## config.mk

```make
export PLATFORM = sky130hd
export DESIGN_NAME = udp_sequencer_fanout
export DESIGN_NICKNAME = d
export VERILOG_FILES = /design/src/usf_pkg.sv /design/src/usf_table_mem.sv /design/src/usf_issue.sv /design/src/usf_rewrite.sv /design/src/udp_sequencer_fanout.sv
export SDC_FILE = /design/constraint.sdc
export NUM_CORES = 1
export LEC_CHECK = 0
export BUFFER_PORTS_ARGS = -buffer_cell sky130_fd_sc_hd__buf_4
export CORE_MARGIN = 2
export CORE_UTILIZATION = 40
export DETAILED_ROUTE_END_ITERATION = 7
export HOLD_SLACK_MARGIN = 0.08
export PLACE_DENSITY = 0.59
export SYNTH_ARGS = -nofsm -noshare
export SYNTH_HDL_FRONTEND = slang
export SYNTH_SLANG_ARGS = --single-unit
```

## constraint.sdc

```tcl
create_clock -name clk_i -period 9.3 [get_ports clk_i]
set_clock_uncertainty 0.05 [all_clocks]
set_input_delay 1.86 -clock clk_i [delete_from_list [all_inputs] [get_ports clk_i]]
set_output_delay 1.86 -clock clk_i [all_outputs]
set_load 0.01 [all_outputs]
```

## src/usf_pkg.sv

```systemverilog
// usf_pkg: shared types, constants and the built-in server table of the
// UDP sequencer fan-out block. No dependencies.
`timescale 1ns / 1ps

package usf_pkg;

  // Number of server entries (1..8).
  localparam int NUM_SERVERS = 5;
  localparam int IDX_W       = (NUM_SERVERS > 1) ? $clog2(NUM_SERVERS) : 1;
  localparam int NUM_BUILTIN = 5;

  localparam logic [15:0] ETHERTYPE_IPV4 = 16'h0800;
  localparam logic [7:0]  PROTO_UDP      = 8'd17;

  localparam logic [15:0] SEQ_PORT_RST = 16'd7072;
  localparam logic [31:0] SEQ_IP_RST   = 32'hC0A8_210B;
  localparam logic [47:0] SEQ_MAC_RST  = 48'h0800_27B2_B1F9;

  localparam logic CMD_PACKET      = 1'b0;
  localparam logic CMD_TABLE_WRITE = 1'b1;

  localparam logic VERDICT_PASS = 1'b0;
  localparam logic VERDICT_COPY = 1'b1;

  typedef enum logic [1:0] {
    CFG_SEQ_PORT = 2'd0,
    CFG_SEQ_IP   = 2'd1,
    CFG_SEQ_MAC  = 2'd2
  } cfg_reg_e;

  typedef struct packed {
    logic [47:0] mac;
    logic [31:0] ip;
    logic [15:0] port;
  } server_t;

  // Table write request from the issue stage to the table memory.
  typedef struct packed {
    logic             en;
    logic [IDX_W-1:0] addr;
    server_t          data;
  } tbl_wr_t;

  // One result slot handed from the issue stage to the rewrite stage.
  typedef struct packed {
    logic             match;
    logic [IDX_W-1:0] idx;
    logic             last;
    logic [19:0]      base_sum;
    logic [31:0]      seq;
  } slot_t;

  typedef struct packed {
    logic        verdict;
    logic [2:0]  copy_index;
    logic [47:0] dest_mac;
    logic [47:0] source_mac;
    logic [31:0] dest_ip;
    logic [31:0] source_ip;
    logic [15:0] dest_port;
    logic [15:0] ip_checksum;
    logic [31:0] sequence_res;
    logic        last_copy;
  } res_t;

  // Reset contents of the server table; entries past the built-in ones are zero.
  function automatic server_t builtin_entry(input logic [IDX_W-1:0] idx);
    int      k;
    server_t e;
    k = int'(idx);
    case (k)
      0:       e = '{mac: 48'h0800_2767_4F20, ip: 32'hC0A8_210A, port: 16'd7073};
      1:       e = '{mac: 48'h9C2D_CD3F_67A4, ip: 32'hC0A8_32E0, port: 16'd8073};
      2:       e = '{mac: 48'h9C2D_CD3F_67A4, ip: 32'hC0A8_32E0, port: 16'd9073};
      3:       e = '{mac: 48'h9C2D_CD48_B104, ip: 32'hC0A8_32D5, port: 16'd10073};
      4:       e = '{mac: 48'h9C2D_CD48_B104, ip: 32'hC0A8_32D5, port: 16'd11073};
      default: e = '0;
    endcase
    return e;
  endfunction

endpackage

```

## src/usf_table_mem.sv

```systemverilog
// usf_table_mem: server table, one write and one registered read port.
// Depends on usf_pkg. Unwritten entries read as the built-in servers.
`timescale 1ns / 1ps

module usf_table_mem (
  input  logic                    clk_i,
  input  logic                    rst_ni,
  input  usf_pkg::tbl_wr_t        wr_i,
  input  logic                    rd_en_i,
  input  logic [usf_pkg::IDX_W-1:0] rd_addr_i,
  output usf_pkg::server_t        rd_data_o
);

  usf_pkg::server_t                 mem_q [usf_pkg::NUM_SERVERS];
  logic [usf_pkg::NUM_SERVERS-1:0]  valid_q;
  usf_pkg::server_t                 rd_q;
  logic                             rd_hit_q;
  logic [usf_pkg::IDX_W-1:0]        rd_idx_q;

  always_ff @(posedge clk_i) begin
    if (wr_i.en) begin
      mem_q[wr_i.addr] <= wr_i.data;
    end
    if (rd_en_i) begin
      rd_q <= mem_q[rd_addr_i];
    end
  end

  // Valid bits and read tag; read sees the pre-write value on a same-edge write.
  always_ff @(posedge clk_i or negedge rst_ni) begin
    if (!rst_ni) begin
      valid_q  <= '0;
      rd_hit_q <= 1'b0;
      rd_idx_q <= '0;
    end else begin
      if (wr_i.en) begin
        valid_q[wr_i.addr] <= 1'b1;
      end
      if (rd_en_i) begin
        rd_hit_q <= valid_q[rd_addr_i];
        rd_idx_q <= rd_addr_i;
      end
    end
  end

  assign rd_data_o = rd_hit_q ? rd_q : usf_pkg::builtin_entry(rd_idx_q);

endmodule

```

## src/usf_issue.sv

```systemverilog
// usf_issue: input acceptance, match decode, sequence counter and read issue.
// Depends on usf_pkg. Emits one slot per result and drives the table ports.
`timescale 1ns / 1ps

module usf_issue (
  input  logic                      clk_i,
  input  logic                      rst_ni,
  input  logic                      in_valid_i,
  output logic                      in_ready_o,
  input  logic                      command_i,
  input  logic [15:0]               ether_type_i,
  input  logic [7:0]                ip_protocol_i,
  input  logic [15:0]               udp_dest_port_i,
  input  logic                      header_complete_i,
  input  logic [63:0]               ip_head_words_i,
  input  logic [7:0]                ip_ttl_i,
  input  logic [2:0]                entry_index_i,
  input  logic [15:0]               entry_port_i,
  input  logic [31:0]               entry_ip_i,
  input  logic [47:0]               entry_mac_i,
  input  logic [15:0]               seq_port_i,
  input  logic [31:0]               seq_ip_i,
  output usf_pkg::tbl_wr_t          wr_o,
  output logic                      rd_en_o,
  output logic [usf_pkg::IDX_W-1:0] rd_addr_o,
  output logic                      slot_valid_o,
  output usf_pkg::slot_t            slot_o,
  input  logic                      slot_ready_i
);

  localparam logic [usf_pkg::IDX_W-1:0] LastIdx = usf_pkg::IDX_W'(usf_pkg::NUM_SERVERS - 1);

  logic                      busy_q, busy_d;
  logic                      match_q, match_d;
  logic [usf_pkg::IDX_W-1:0] idx_q, idx_d;
  logic [19:0]               base_q, base_d;
  logic [31:0]               seq_q, seq_d;
  logic [31:0]               seq_cnt_q, seq_cnt_d;

  logic        fire, is_last, accept, pkt_accept, match_in;
  logic [19:0] base_in;

  assign fire    = busy_q & slot_ready_i;
  assign is_last = !match_q || (idx_q == LastIdx);

  // Next item may enter on the cycle the last slot of the current one leaves.
  assign in_ready_o = !busy_q || (fire && is_last);
  assign accept     = in_valid_i & in_ready_o;
  assign pkt_accept = accept & (command_i == usf_pkg::CMD_PACKET);

  assign match_in = header_complete_i && (ether_type_i == usf_pkg::ETHERTYPE_IPV4) &&
                    (ip_protocol_i == usf_pkg::PROTO_UDP) && (udp_dest_port_i == seq_port_i);

  // Part of the header sum that does not depend on the server.
  assign base_in = 20'(ip_head_words_i[15:0]) + 20'(ip_head_words_i[31:16]) +
                   20'(ip_head_words_i[47:32]) + 20'(ip_head_words_i[63:48]) +
                   20'({ip_ttl_i, usf_pkg::PROTO_UDP}) +
                   20'(seq_ip_i[31:16]) + 20'(seq_ip_i[15:0]);

  always_comb begin
    busy_d    = busy_q;
    match_d   = match_q;
    idx_d     = idx_q;
    base_d    = base_q;
    seq_d     = seq_q;
    seq_cnt_d = seq_cnt_q;
    if (fire) begin
      if (is_last) begin
        busy_d = 1'b0;
      end else begin
        idx_d = idx_q + usf_pkg::IDX_W'(1);
      end
    end
    if (pkt_accept) begin
      busy_d  = 1'b1;
      match_d = match_in;
      idx_d   = '0;
      base_d  = base_in;
      if (match_in) begin
        seq_cnt_d = seq_cnt_q + 32'd1;
        seq_d     = seq_cnt_q + 32'd1;
      end
    end
  end

  always_ff @(posedge clk_i or negedge rst_ni) begin
    if (!rst_ni) begin
      busy_q    <= 1'b0;
      match_q   <= 1'b0;
      idx_q     <= '0;
      seq_cnt_q <= '0;
    end else begin
      busy_q    <= busy_d;
      match_q   <= match_d;
      idx_q     <= idx_d;
      seq_cnt_q <= seq_cnt_d;
    end
  end

  always_ff @(posedge clk_i) begin
    base_q <= base_d;
    seq_q  <= seq_d;
  end

  assign wr_o.en   = accept && (command_i == usf_pkg::CMD_TABLE_WRITE) &&
                     (int'(entry_index_i) < usf_pkg::NUM_SERVERS);
  assign wr_o.addr = usf_pkg::IDX_W'(entry_index_i);
  assign wr_o.data = '{mac: entry_mac_i, ip: entry_ip_i, port: entry_port_i};

  assign rd_en_o   = fire & match_q;
  assign rd_addr_o = idx_q;

  assign slot_valid_o   = busy_q;
  assign slot_o.match    = match_q;
  assign slot_o.idx      = idx_q;
  assign slot_o.last     = is_last;
  assign slot_o.base_sum = base_q;
  assign slot_o.seq      = seq_q;

  a_seq_step: assert property (@(posedge clk_i) disable iff (!rst_ni)
    (pkt_accept && match_in) |=> (seq_cnt_q == $past(seq_cnt_q) + 32'd1))
    else $error("sequence counter did not advance by one on a match");

  a_seq_hold: assert property (@(posedge clk_i) disable iff (!rst_ni)
    !(pkt_accept && match_in) |=> $stable(seq_cnt_q))
    else $error("sequence counter moved without a match");

  a_wr_order: assert property (@(posedge clk_i) disable iff (!rst_ni)
    wr_o.en |-> (!busy_q || (fire && is_last)))
    else $error("table write overtook a fan-out in progress");

  a_idx_range: assert property (@(posedge clk_i) disable iff (!rst_ni)
    busy_q |-> (idx_q <= LastIdx))
    else $error("server index past the table");

endmodule

```

## src/usf_rewrite.sv

```systemverilog
// usf_rewrite: joins a slot with its table entry, builds the checksum and
// holds the result register. Depends on usf_pkg.
`timescale 1ns / 1ps

module usf_rewrite (
  input  logic             clk_i,
  input  logic             rst_ni,
  input  logic             slot_valid_i,
  input  usf_pkg::slot_t   slot_i,
  output logic             slot_ready_o,
  input  usf_pkg::server_t entry_i,
  input  logic [31:0]      seq_ip_i,
  input  logic [47:0]      seq_mac_i,
  output logic             out_valid_o,
  input  logic             out_ready_i,
  output usf_pkg::res_t    res_o
);

  logic           b_valid_q, b_valid_d;
  usf_pkg::slot_t b_slot_q;
  logic           out_valid_q, out_valid_d;
  usf_pkg::res_t  res_q, res_d;
  logic           b_adv;
  logic [19:0]    s0;
  logic [16:0]    s1, s2;

  assign b_adv        = b_valid_q & (!out_valid_q | out_ready_i);
  assign slot_ready_o = !b_valid_q | b_adv;

  // End-around fold of the header sum, then invert.
  assign s0 = b_slot_q.base_sum + 20'(entry_i.ip[31:16]) + 20'(entry_i.ip[15:0]);
  assign s1 = 17'(s0[15:0]) + 17'(s0[19:16]);
  assign s2 = 17'(s1[15:0]) + 17'(s1[16]);

  always_comb begin
    res_d = '0;
    if (b_slot_q.match) begin
      res_d.verdict      = usf_pkg::VERDICT_COPY;
      res_d.copy_index   = 3'(b_slot_q.idx);
      res_d.dest_mac     = entry_i.mac;
      res_d.source_mac   = seq_mac_i;
      res_d.dest_ip      = entry_i.ip;
      res_d.source_ip    = seq_ip_i;
      res_d.dest_port    = entry_i.port;
      res_d.ip_checksum  = ~s2[15:0];
      res_d.sequence_res = b_slot_q.seq;
    end else begin
      res_d.verdict = usf_pkg::VERDICT_PASS;
    end
    res_d.last_copy = b_slot_q.last;
  end

  always_comb begin
    b_valid_d = b_valid_q;
    if (b_adv) begin
      b_valid_d = 1'b0;
    end
    if (slot_valid_i && slot_ready_o) begin
      b_valid_d = 1'b1;
    end
    out_valid_d = out_valid_q;
    if (out_ready_i) begin
      out_valid_d = 1'b0;
    end
    if (b_adv) begin
      out_valid_d = 1'b1;
    end
  end

  always_ff @(posedge clk_i or negedge rst_ni) begin
    if (!rst_ni) begin
      b_valid_q   <= 1'b0;
      out_valid_q <= 1'b0;
    end else begin
      b_valid_q   <= b_valid_d;
      out_valid_q <= out_valid_d;
    end
  end

  always_ff @(posedge clk_i) begin
    if (slot_valid_i && slot_ready_o) begin
      b_slot_q <= slot_i;
    end
    if (b_adv) begin
      res_q <= res_d;
    end
  end

  assign out_valid_o = out_valid_q;
  assign res_o       = res_q;

endmodule

```

## src/udp_sequencer_fanout.sv

```systemverilog
// udp_sequencer_fanout: top level of the UDP sequencer fan-out block.
// Depends on usf_pkg, usf_table_mem, usf_issue and usf_rewrite.
`timescale 1ns / 1ps

// Usage
//  Input channel (in_valid_i/in_ready_o): one transaction is either a parsed
//  packet header (command_i = 0) or a server table write (command_i = 1).
//  Output channel (out_valid_o/out_ready_i): one transaction per result.
//  A matching packet (complete, IPv4, UDP, dest port = seq_port_q) bumps
//  the 32-bit sequence counter and yields NUM_SERVERS rewritten copies, one
//  per cycle unless stalled, last_copy set on the final one. Any other
//  packet yields a single pass result. A table write yields nothing.
//  Throughput: a matching packet holds the input while the single read port
//  of the server table reads its entries, one per cycle unless stalled; a
//  pass packet holds it until its slot is taken; a table write, not at all.
//  The next transaction is taken in the cycle the packet's last table read is issued.
//  Result path: on accept the issue state loads, then the table read
//  register, then the result register, which presents the first result.
//  Reset: sequence counter 0, config registers at their defaults, table
//  entries read as the built-in servers until written. No clearing pass.
//  Stall: the result register holds while out_ready_i is low; the stall
//  walks back through the pipeline and drops in_ready_o.
//  Config port: write only while the block is idle.

module udp_sequencer_fanout (
  input  logic        clk_i,
  input  logic        rst_ni,
  // configuration writes
  input  logic        cfg_we_i,
  input  logic [1:0]  cfg_index_i,
  input  logic [47:0] cfg_data_i,
  // input transactions
  input  logic        in_valid_i,
  output logic        in_ready_o,
  input  logic        command_i,
  input  logic [15:0] ether_type_i,
  input  logic [7:0]  ip_protocol_i,
  input  logic [15:0] udp_dest_port_i,
  input  logic        header_complete_i,
  input  logic [63:0] ip_head_words_i,
  input  logic [7:0]  ip_ttl_i,
  input  logic [2:0]  entry_index_i,
  input  logic [15:0] entry_port_i,
  input  logic [31:0] entry_ip_i,
  input  logic [47:0] entry_mac_i,
  // result transactions
  output logic        out_valid_o,
  input  logic        out_ready_i,
  output logic        verdict_o,
  output logic [2:0]  copy_index_o,
  output logic [47:0] dest_mac_o,
  output logic [47:0] source_mac_o,
  output logic [31:0] dest_ip_o,
  output logic [31:0] source_ip_o,
  output logic [15:0] dest_port_o,
  output logic [15:0] ip_checksum_o,
  output logic [31:0] sequence_res_o,
  output logic        last_copy_o
);

  logic [15:0] seq_port_q;
  logic [31:0] seq_ip_q;
  logic [47:0] seq_mac_q;

  usf_pkg::tbl_wr_t          tbl_wr;
  logic                      rd_en;
  logic [usf_pkg::IDX_W-1:0] rd_addr;
  usf_pkg::server_t          rd_entry;
  logic                      slot_valid, slot_ready;
  usf_pkg::slot_t            slot;
  usf_pkg::res_t             res;

  // Config registers; indices outside the list are dropped.
  always_ff @(posedge clk_i or negedge rst_ni) begin
    if (!rst_ni) begin
      seq_port_q <= usf_pkg::SEQ_PORT_RST;
      seq_ip_q   <= usf_pkg::SEQ_IP_RST;
      seq_mac_q  <= usf_pkg::SEQ_MAC_RST;
    end else if (cfg_we_i) begin
      unique case (usf_pkg::cfg_reg_e'(cfg_index_i))
        usf_pkg::CFG_SEQ_PORT: seq_port_q <= cfg_data_i[15:0];
        usf_pkg::CFG_SEQ_IP:   seq_ip_q   <= cfg_data_i[31:0];
        usf_pkg::CFG_SEQ_MAC:  seq_mac_q  <= cfg_data_i;
        default: ;
      endcase
    end
  end

  usf_issue u_issue (
    .clk_i             (clk_i),
    .rst_ni            (rst_ni),
    .in_valid_i        (in_valid_i),
    .in_ready_o        (in_ready_o),
    .command_i         (command_i),
    .ether_type_i      (ether_type_i),
    .ip_protocol_i     (ip_protocol_i),
    .udp_dest_port_i   (udp_dest_port_i),
    .header_complete_i (header_complete_i),
    .ip_head_words_i   (ip_head_words_i),
    .ip_ttl_i          (ip_ttl_i),
    .entry_index_i     (entry_index_i),
    .entry_port_i      (entry_port_i),
    .entry_ip_i        (entry_ip_i),
    .entry_mac_i       (entry_mac_i),
    .seq_port_i        (seq_port_q),
    .seq_ip_i          (seq_ip_q),
    .wr_o              (tbl_wr),
    .rd_en_o           (rd_en),
    .rd_addr_o         (rd_addr),
    .slot_valid_o      (slot_valid),
    .slot_o            (slot),
    .slot_ready_i      (slot_ready)
  );

  // Server table: read issued with the slot; the registered read data lines up with it in the rewrite slot buffer.
  usf_table_mem u_table (
    .clk_i     (clk_i),
    .rst_ni    (rst_ni),
    .wr_i      (tbl_wr),
    .rd_en_i   (rd_en),
    .rd_addr_i (rd_addr),
    .rd_data_o (rd_entry)
  );

  usf_rewrite u_rewrite (
    .clk_i        (clk_i),
    .rst_ni       (rst_ni),
    .slot_valid_i (slot_valid),
    .slot_i       (slot),
    .slot_ready_o (slot_ready),
    .entry_i      (rd_entry),
    .seq_ip_i     (seq_ip_q),
    .seq_mac_i    (seq_mac_q),
    .out_valid_o  (out_valid_o),
    .out_ready_i  (out_ready_i),
    .res_o        (res)
  );

  assign verdict_o      = res.verdict;
  assign copy_index_o   = res.copy_index;
  assign dest_mac_o     = res.dest_mac;
  assign source_mac_o   = res.source_mac;
  assign dest_ip_o      = res.dest_ip;
  assign source_ip_o    = res.source_ip;
  assign dest_port_o    = res.dest_port;
  assign ip_checksum_o  = res.ip_checksum;
  assign sequence_res_o = res.sequence_res;
  assign last_copy_o    = res.last_copy;

endmodule

```

==> flow_summary.yaml, run 1 <==
worst_setup_path:
  critical-path-max-stage-delay_ns: 0.59
  rr_worst_depth: 32
  rrSetupSlack_ns: 1.34
  cp_max_fo: 9
  crit_family: "compound AO/OA/AOI/OAI gates"
  cp-end-kind: "flop"
  critPathSlowestCell: "fa_1"
  critPathLaunchType: "flop"
  worstPathArrival_ns: 8.37
  cp.depth: 32
  critPathBufInv: 3
  path_class: "reg2reg"
  cp.required_ns: 9.71
die:
  die_w_um: 335
  initial_core_util: 0.402
  rows: 121
  die_y_um: 335
  design.core.area_um2: 109000
  die-area_um2: 112000
  io_pins: 499
global_routing:
  grt_max_degree: 123
  grt_pass1_wl_um: 159000
  grt-busiest-layer: "met2"
  grt_antenna_before_repair: 13
  grt.met3_usage: 0.0390
  met2_usage: 0.322
  track_usage: 0.192
  grt_pass1_vias: 24500
  overflow: 0
  grt_util_met1: 0.252
power_and_ir_drop:
  powerDensity_nw_per_um2: 234
  p_leak_uw: 0.0199
  power_uw: 12400
  vdd_drop_max_v: 0.000252
synthesis:
  synth.top_cell.area_share: 0.626
  yosysTopAreaCell: "edfxtp_1"
  syn_area_um2: 43700
  netlist-cell-type-count: 87
  synth_cells: 2528
  synth_nets: 2938
  async_flop_share: 0.136
  synth-seq-cells: 1056
  synth_edf_count: 912
  synthFlopType: "edfxtp_1"
  avgSynthCellArea_um2: 17.3
  ys_top_cells_by_area: "edfxtp_1, dfrtp_1, mux2_2"
  yosysSeqAreaShare: 0.709
  yosysWarningCount: 0
timing:
  max_slew.worst_pin.slew_ns: 1.24
  hold_ws_ns: 0.361
  fin_setup_tns_ns: 0
  post-route-period-util: 0.856
  fin_crit_ns: 7.96
  final_hold_viol_count: 0
  max_freq_mhz: 126
  layout_setup_ws_ns: 1.34
  slew_viol_final: 0
  setup_viol: 0
  relSlewSlack: 0.170
  rsz0062_at_grt: "false"
drt:
  ant_nets: 0
  dr.pass1.iters: 5
  route.detailed.drc: 0
  wl_per_cell_um: 23.5
  routed_wl_um: 108000
  detail_route.vias_per_cell: 5.07
  drt_iter0_markers: 1468
  vias: 23300
worst_hold_path:
  min_path_cells: 0
  hold_class: "reg2reg"
clock_network:
  post-cts-setup-buffers: 0
  htreeDepth: 3
  postCtsHoldBufs: 0
  numCtsBuffers: 112
  clk_path_buf_depth: 3
  clk_pin_slew_ns: 0.07
  cts_tree: "yes"
  clk_latency_ns: 0.70
  cts.repair.resized: 0
  root_buffer: "clkbuf_16"
  clock_sinks: 1056
cells_and_area:
  design_area_um2: 53000
  areaGrowthSynthToFinish_pct: 21.3
  final_common_cell: "edfxtp_1"
  layout-drive-gt1-share: 0.337
  fin_nets: 3495
  layout_common_cells: "edfxtp_1, buf_4, mux2_2"
place:
  gp_congestion: 0.882
  place_area_um2: 49300
  dp_hpwl_um: 71300
  port_buffers: 498
  pre_cts_ws_ns: 1.33
run:
  maxCapViolations: 0
run_status:
  status: "completed"
## routing by layer
metal | vias to the layer above | wire (um)
met5 | - | 111
met4 | 18 | 2740
met3 | 172 | 5610
met2 | 569 | 53900
met1 | 12000 | 45900
li1 | 10600 | -
## area by class of cell
| cell class | count | area [um^2] |
|---|---|---|
| Sequential cell | 1056 | 31000 |
| Clock buffer | 148 | 3070 |
| Inverter | 131 | 494 |
| Multi-Input combinational cell | 1253 | 12000 |
| Antenna cell | 4 | 10.0 |
| Clock inverter | 62 | 697 |
| Fill cell | 9149 | 55700 |
| Tap cell | 1414 | 1770 |
| Timing Repair Buffer | 531 | 4000 |
## cells in the mapped netlist (7+ instances only)
cell type / instances
edfxtp_1: 912
mux2_2: 194
and2_1: 143
inv_1: 130
dfrtp_1: 109
mux4_2: 96
nand2_1: 94
xnor2_1: 87
fa_1: 75
nor2_1: 69
clkbuf_1: 67
ha_1: 67
a21oi_1: 65
and3_1: 50
xor2_1: 39
a21o_1: 38
dfstp_2: 35
nand3_1: 31
o21ai_0: 27
buf_1: 19
nor3_1: 16
nand4_1: 15
nand2b_1: 14
or2_2: 11
or3_1: 10
o211ai_1: 7
## worst paths after layout
kind / start / to
max: u_table.rd_idx_q[1]$_DFFE_PN0P_ / u_rewrite.res_o[48]$_SDFFCE_PN0P_
min: u_issue.seq_q[3]$_DFFE_PP_ / u_rewrite.b_slot_q[3]$_DFFE_PP_
max reg2reg: u_table.rd_idx_q[1]$_DFFE_PN0P_ / u_rewrite.res_o[48]$_SDFFCE_PN0P_
min reg2reg: u_issue.seq_q[3]$_DFFE_PP_ / u_rewrite.b_slot_q[3]$_DFFE_PP_
max in group asynchronous: rst_ni / u_rewrite.b_valid_q$_DFFE_PN0P_
min in group asynchronous: rst_ni / seq_mac_q[36]$_DFFE_PN0P_
## kinds of logic (layout without fill, tap and decap cells)
logic type	count (synthesis)	count (layout)	share of synthesized area
mux	294	294	0.100
fa+ha+maj	142	142	0.0535
flops	1056	1056	0.709
xor+xnor	129	129	0.0263
simple gates	493	493	0.0616
buf+inv	219	872	0.0191
compound gates	195	195	0.0297
other cells	0	4	0
## stage by stage
stage / utilization / cells
3_5_place_dp: 0.453 / 4384
4_1_cts: 0.488 / 4594
2_1_floorplan: - / 2528
5_1_grt: 0.488 / 4598
6_report: 0.488 / 4599
3_3_place_gp: 0.453 / 4384
## registers in the layout, indices dropped and copies added, names as in the netlist, 16 cells and up
signal,flops
u_table.mem_q,480
u_rewrite.b_slot_q,56
u_issue.seq_q,32
u_rewrite.res_o,229
seq_ip_q,32
u_issue.seq_cnt_q,32
u_issue.base_q,19
seq_mac_q,48
seq_port_q,16
u_table.rd_q,96
## report_power, final
part / internal [uW] / switching, uW / leakage [uW]
Clock: 2660 / 1850 / 0.00183
Combinational: 987 / 1180 / 0.00791
Sequential: 5580 / 131 / 0.0102
Power figures use the tool's default switching activity.
==> run 2, diff against run 1 <==
--- a/config.mk
+++ b/config.mk
@@ -11,6 +11,7 @@
 export DETAILED_ROUTE_END_ITERATION = 7
 export HOLD_SLACK_MARGIN = 0.08
 export PLACE_DENSITY = 0.59
+export REMOVE_ABC_BUFFERS = 1
 export SYNTH_ARGS = -nofsm -noshare
 export SYNTH_HDL_FRONTEND = slang
 export SYNTH_SLANG_ARGS = --single-unit
==> flow_summary.yaml, run 2 (synthesis results as in run 1) <==
run_status:
  status: "completed"
die:
  initial_core_util: 0.402
  die_w_um: 335
  design.core.area_um2: 109000
  die_y_um: 335
  io_pins: 499
  rows: 121
  die-area_um2: 112000
clock_network:
  clk_latency_ns: 0.71
  clk_pin_slew_ns: 0.07
  postCtsHoldBufs: 0
  clk_path_buf_depth: 3
  root_buffer: "clkbuf_16"
  numCtsBuffers: 113
  cts.repair.resized: 0
  cts_tree: "yes"
  htreeDepth: 3
  clock_sinks: 1056
  post-cts-setup-buffers: 0
cells_and_area:
  layout-drive-gt1-share: 0.340
  fin_nets: 3494
  fin_util: 0.488
  areaGrowthSynthToFinish_pct: 21.3
  regMostFlops: "u_table.mem_q"
  largest_register_ffs: 480
  final_common_cell: "edfxtp_1"
  layout_common_cells: "edfxtp_1, buf_4, mux2_2"
drt:
  wl_per_cell_um: 24.0
  ant_nets: 0
  drt_iter0_markers: 1664
  vias: 23700
  detail_route.vias_per_cell: 5.15
  dr.pass1.iters: 5
  routed_wl_um: 110000
  route.detailed.drc: 0
global_routing:
  grt_pass1_vias: 24500
  track_usage: 0.196
  grt_max_degree: 153
  grt_antenna_before_repair: 15
  grt_pass1_wl_um: 162000
  overflow: 0
timing:
  fin_crit_ns: 8.24
  slew_viol_final: 0
  rsz0062_at_grt: "false"
  layout_setup_ws_ns: 1.06
  max_freq_mhz: 121
  post-route-period-util: 0.886
  final_hold_viol_count: 0
  setup_viol: 0
  max_slew.worst_pin.slew_ns: 1.34
  relSlewSlack: 0.105
worst_setup_path:
  cp-end-kind: "flop"
  cpMostUsedCell: "ha_1"
  path_class: "reg2reg"
  critPathLaunchType: "flop"
  cp_max_fo: 9
  critPathSlowestCell: "a21oi_1"
  worstPathArrival_ns: 8.61
  cp.required_ns: 9.67
  critical-path-max-stage-delay_ns: 0.69
worst_hold_path:
  hold_class: "reg2reg"
power_and_ir_drop:
  powerDensity_nw_per_um2: 234
  power_uw: 12400
  p_leak_uw: 0.0199
  vdd_drop_max_v: 0.000183
place:
  dp_hpwl_um: 73200
  port_buffers: 498
  gp_congestion: 0.916
  pre_cts_ws_ns: 1.26
run:
  maxCapViolations: 0
==> run 2: changes by cell type in the layout (fill, tap and decap cells not counted), moves of 2 or more <==
cell,before,now
clkbuf_1,26,20
diode_2,4,7
inv_6,1,3
clkinvlp_4,3,7
nor3_2,1,3
nor3_4,2,0
clkinv_2,16,23
==> run 2: stage by stage <==
step / hold WS [ns] / area (um^2) / TNS, ns / cells
floorplan: 0.350 / 43400 / -496.94 / 2440
global placement: 0.351 / 49200 / 0 / 4383
detailed placement: 0.355 / 49200 / 0 / 4383
CTS: 0.350 / 53000 / 0 / 4598
global route: 0.348 / 53000 / 0 / 4604
finish: 0.336 / 53100 / 0 / 4605
==> run 2: path summary, 6_finish.rpt <==
check	start	endpoint	slack, ns	depth (start not counted)
max	u_table.rd_idx_q[1]$_DFFE_PN0P_	u_rewrite.res_o[45]$_SDFFCE_PN0P_	1.06	32
min	u_issue.seq_q[23]$_DFFE_PP_	u_rewrite.b_slot_q[23]$_DFFE_PP_	0.34	0
max reg2reg	u_table.rd_idx_q[1]$_DFFE_PN0P_	u_rewrite.res_o[45]$_SDFFCE_PN0P_	1.06	32
min reg2reg	u_issue.seq_q[23]$_DFFE_PP_	u_rewrite.b_slot_q[23]$_DFFE_PP_	0.34	0
max in group asynchronous	rst_ni	u_issue.rd_addr_o[2]$_DFFE_PN0P_	6.45	2
min in group asynchronous	rst_ni	seq_mac_q[39]$_DFFE_PN0P_	1.18	1
==> run 2: metal layers <==
metal	wire, um	track usage	vias to the layer above	part of all wire
li1	-	-	10600	-
met3	6240	0.0359	165	0.057
met2	53800	0.320	612	0.49
met1	47400	0.267	12400	0.43
met5	96	0	-	0.00087
met4	2720	0.0605	14	0.025
==> run 2: critical path: cells and delay by family, from the launching register on <==
| kind | cells | cell delay [ns] |
|---|---|---|
| flops | 1 | 0.48 |
| buf+inv | 2 | 0.18 |
| compound gates | 11 | 2.79 |
| xor+xnor | 1 | 0.14 |
| simple gates | 12 | 2.46 |
| fa+ha+maj | 6 | 1.83 |
==> run 2: report_power, final <==
group	internal, uW	switching (uW)	leakage, uW	total (uW)
Clock	2630	1890	0.00184	4530
Sequential	5580	134	0.0102	5710
Combinational	991	1200	0.00790	2190
==> run 2: final cells by class <==
| class | instances | area, um^2 |
|---|---|---|
| diodes | 7 | 17.5 |
| clock buffers | 141 | 3040 |
| clock inverters | 74 | 763 |
| fillers | 9128 | 55700 |
| inverters | 131 | 494 |
| multi-input cells | 1253 | 11900 |
| flip-flops and latches | 1056 | 31000 |
| well taps | 1414 | 1770 |
| repair buffers | 529 | 3990 |
==> run 3, diff against run 2 <==
--- a/config.mk
+++ b/config.mk
@@ -5,12 +5,15 @@
 export SDC_FILE = /design/constraint.sdc
 export NUM_CORES = 1
 export LEC_CHECK = 0
+export ABC_AREA = 1
 export BUFFER_PORTS_ARGS = -buffer_cell sky130_fd_sc_hd__buf_4
+export CELL_PAD_IN_SITES_DETAIL_PLACEMENT = 1
+export CELL_PAD_IN_SITES_GLOBAL_PLACEMENT = 1
 export CORE_MARGIN = 2
 export CORE_UTILIZATION = 40
 export DETAILED_ROUTE_END_ITERATION = 7
 export HOLD_SLACK_MARGIN = 0.08
-export PLACE_DENSITY = 0.59
+export PLACE_DENSITY = 0.71
 export REMOVE_ABC_BUFFERS = 1
 export SYNTH_ARGS = -nofsm -noshare
 export SYNTH_HDL_FRONTEND = slang
==> flow_summary.yaml, run 3 <==
worst_setup_path:
  regToRegEndpoint: "u_rewrite.res_o[47]$_SDFFCE_PN0P_"
  crit_start: "u_table.rd_hit_q$_DFFE_PN0P_"
  cp.required_ns: 9.69
  cp-end-kind: "flop"
  worstPathArrival_ns: 8.53
  cpMostUsedCell: "nand2_1"
  critPathLaunchType: "flop"
  critical-path-max-stage-delay_ns: 0.72
  path_class: "reg2reg"
  critPathSlowestCell: "dfrtp_4"
  rr_worst_depth: 39
  crit_family: "simple AND/OR/NAND/NOR gates"
  cp_max_fo: 35
  rrSetupSlack_ns: 1.16
  critPathBufInv: 4
  timing.rr.start: "u_table.rd_hit_q$_DFFE_PN0P_"
timing:
  fin_crit_ns: 8.14
  setup_viol: 0
  max_slew.worst_pin.slew_ns: 1.04
  final_hold_viol_count: 0
  post-route-period-util: 0.875
  layout_setup_ws_ns: 1.16
  relSlewSlack: 0.304
  rsz0062_at_grt: "false"
  max_freq_mhz: 123
  hold_ws_ns: 0.368
  slew_viol_final: 0
die:
  die-area_um2: 114000
  io_pins: 499
  die_y_um: 338
  design.core.area_um2: 111000
  die_w_um: 338
  initial_core_util: 0.403
  rows: 122
place:
  gp_congestion: 0.833
  place_area_um2: 50000
  port_buffers: 498
  dp.cells: 5564
  dp_hpwl_um: 84800
  pre_cts_ws_ns: 1.29
cells_and_area:
  fin_nets: 4600
  fin_util: 0.485
  largest_register_ffs: 480
  regMostFlops: "u_table.mem_q"
  num-fill-cells: 11600
  final_common_cell: "edfxtp_1"
  layout_common_cells: "edfxtp_1, nor2_1, buf_4"
  layout-drive-gt1-share: 0.195
  instances_no_fill: 5775
  design_area_um2: 53700
  areaGrowthSynthToFinish_pct: 20.4
power_and_ir_drop:
  powerDensity_nw_per_um2: 354
  p_leak_uw: 0.0219
  vdd_drop_max_v: 0.000216
drt:
  dr.pass1.iters: 5
  wl_per_cell_um: 22.3
  routed_wl_um: 129000
  detail_route.vias_per_cell: 5.05
  route.detailed.drc: 0
  ant_nets: 0
  vias: 29200
  drt_iter0_markers: 1843
global_routing:
  grt_antenna_before_repair: 13
  overflow: 0
  track_usage: 0.223
  grt_pass1_vias: 30600
  grt_max_degree: 127
  grt_pass1_wl_um: 190000
synthesis:
  async_flop_share: 0.136
  yosysSeqAreaShare: 0.696
  synth_edf_count: 912
  netlist-cell-type-count: 54
  synth-seq-cells: 1056
  syn_area_um2: 44600
  yosysWarningCount: 0
  yosysMostFrequentCell: "edfxtp_1"
  avgSynthCellArea_um2: 12.1
  ys_top_cells_by_area: "edfxtp_1, dfrtp_1, nor2_1"
  yosys-top-cells-count: "edfxtp_1, nor2_1, nand2_1, inv_1, o21ai_0"
  yosysTopAreaCell: "edfxtp_1"
  synth.top_cell.area_share: 0.614
  synthFlopType: "edfxtp_1"
  synth_cells: 3686
clock_network:
  clk_pin_slew_ns: 0.06
  root_buffer: "clkbuf_16"
  postCtsHoldBufs: 0
  clk_path_buf_depth: 3
  cts.repair.resized: 0
  cts_tree: "yes"
  htreeDepth: 3
  clock_sinks: 1056
  clk_latency_ns: 0.72
  post-cts-setup-buffers: 0
  numCtsBuffers: 112
worst_hold_path:
  min_path_cells: 0
  min_from: "u_issue.seq_q[23]$_DFFE_PP_"
  hold_class: "reg2reg"
  holdPathEnd: "u_rewrite.b_slot_q[23]$_DFFE_PP_"
run_status:
  status: "completed"
run:
  maxCapViolations: 0
-- run 3: cell count changes after synthesis, moves of 94 or more --
cell | previous run | this run
nand2_1 | 94 | 512
mux2_2 | 194 | 16
nor2_1 | 69 | 593
mux4_2 | 96 | 0
a31oi_1 | 6 | 100
and2_1 | 143 | 0
inv_1 | 130 | 406
o21ai_0 | 27 | 328
-- run 3: power by group --
part / internal, uW / switching [uW]
clock: 2570 / 1890
sequential: 6310 / 447
combinational: 2660 / 5120
-- run 3: cell families (layout without fill, tap and decap cells) --
family	after synthesis	count (layout)	share of synthesized area
adders and majority gates	142	142	0.0525
buffers and inverters	560	1154	0.0472
other	0	7	0
muxes	16	16	0.00404
DFF	1056	1056	0.696
AOI/OAI and AO/OA	541	541	0.0650
and+or+nand+nor	1301	1301	0.121
xor gates and xnor gates	70	70	0.0139
-- run 3: area by class of cell --
| type | instances | area, um^2 | area share |
|---|---|---|---|
| flip-flops and latches | 1056 | 31000 | 0.578 |
| multi-input cells | 2070 | 11500 | 0.214 |
| repair buffers | 534 | 4030 | 0.0750 |
| clock buffers | 149 | 3060 | 0.0571 |
| well taps | 1488 | 1860 | 0.0347 |
| inverters | 416 | 1570 | 0.0293 |
| clock inverters | 55 | 599 | 0.0112 |
| diodes | 7 | 17.5 | 0.000326 |
-- run 3: stage by stage --
| stage | total power [uW] | TNS (ns) |
|---|---|---|
| 3_5_place_dp | 14700 | 0 |
| 4_1_cts | 19200 | 0 |
| 5_1_grt | 20300 | 0 |
| 2_1_floorplan | 12000 | -2505.36 |
| 6_report | 19000 | 0 |
| 3_3_place_gp | 14400 | 0 |
-- run 3: layer usage --
layer / share of wire / up-vias / global-route usage
li1: - / 13500 / -
met1: 0.42 / 14800 / 0.289
met2: 0.51 / 639 / 0.379
met3: 0.046 / 186 / 0.0350
met4: 0.028 / 10 / 0.0781
met5: 0.00051 / - / 0
-- run 3: worst max path at each step --
stage / slack [ns] / depth (start not counted) / to
after floorplan: -6.12 / 7 / u_table.valid_q[1]$_DFFE_PN0P_
after global placement: 1.66 / 39 / u_rewrite.res_o[47]$_SDFFCE_PN0P_
after detailed placement: 1.29 / 39 / u_rewrite.res_o[47]$_SDFFCE_PN0P_
after CTS: 1.18 / 39 / u_rewrite.res_o[47]$_SDFFCE_PN0P_
after global routing: 0.37 / 40 / u_rewrite.res_o[47]$_SDFFCE_PN0P_
final: 1.16 / 39 / u_rewrite.res_o[47]$_SDFFCE_PN0P_
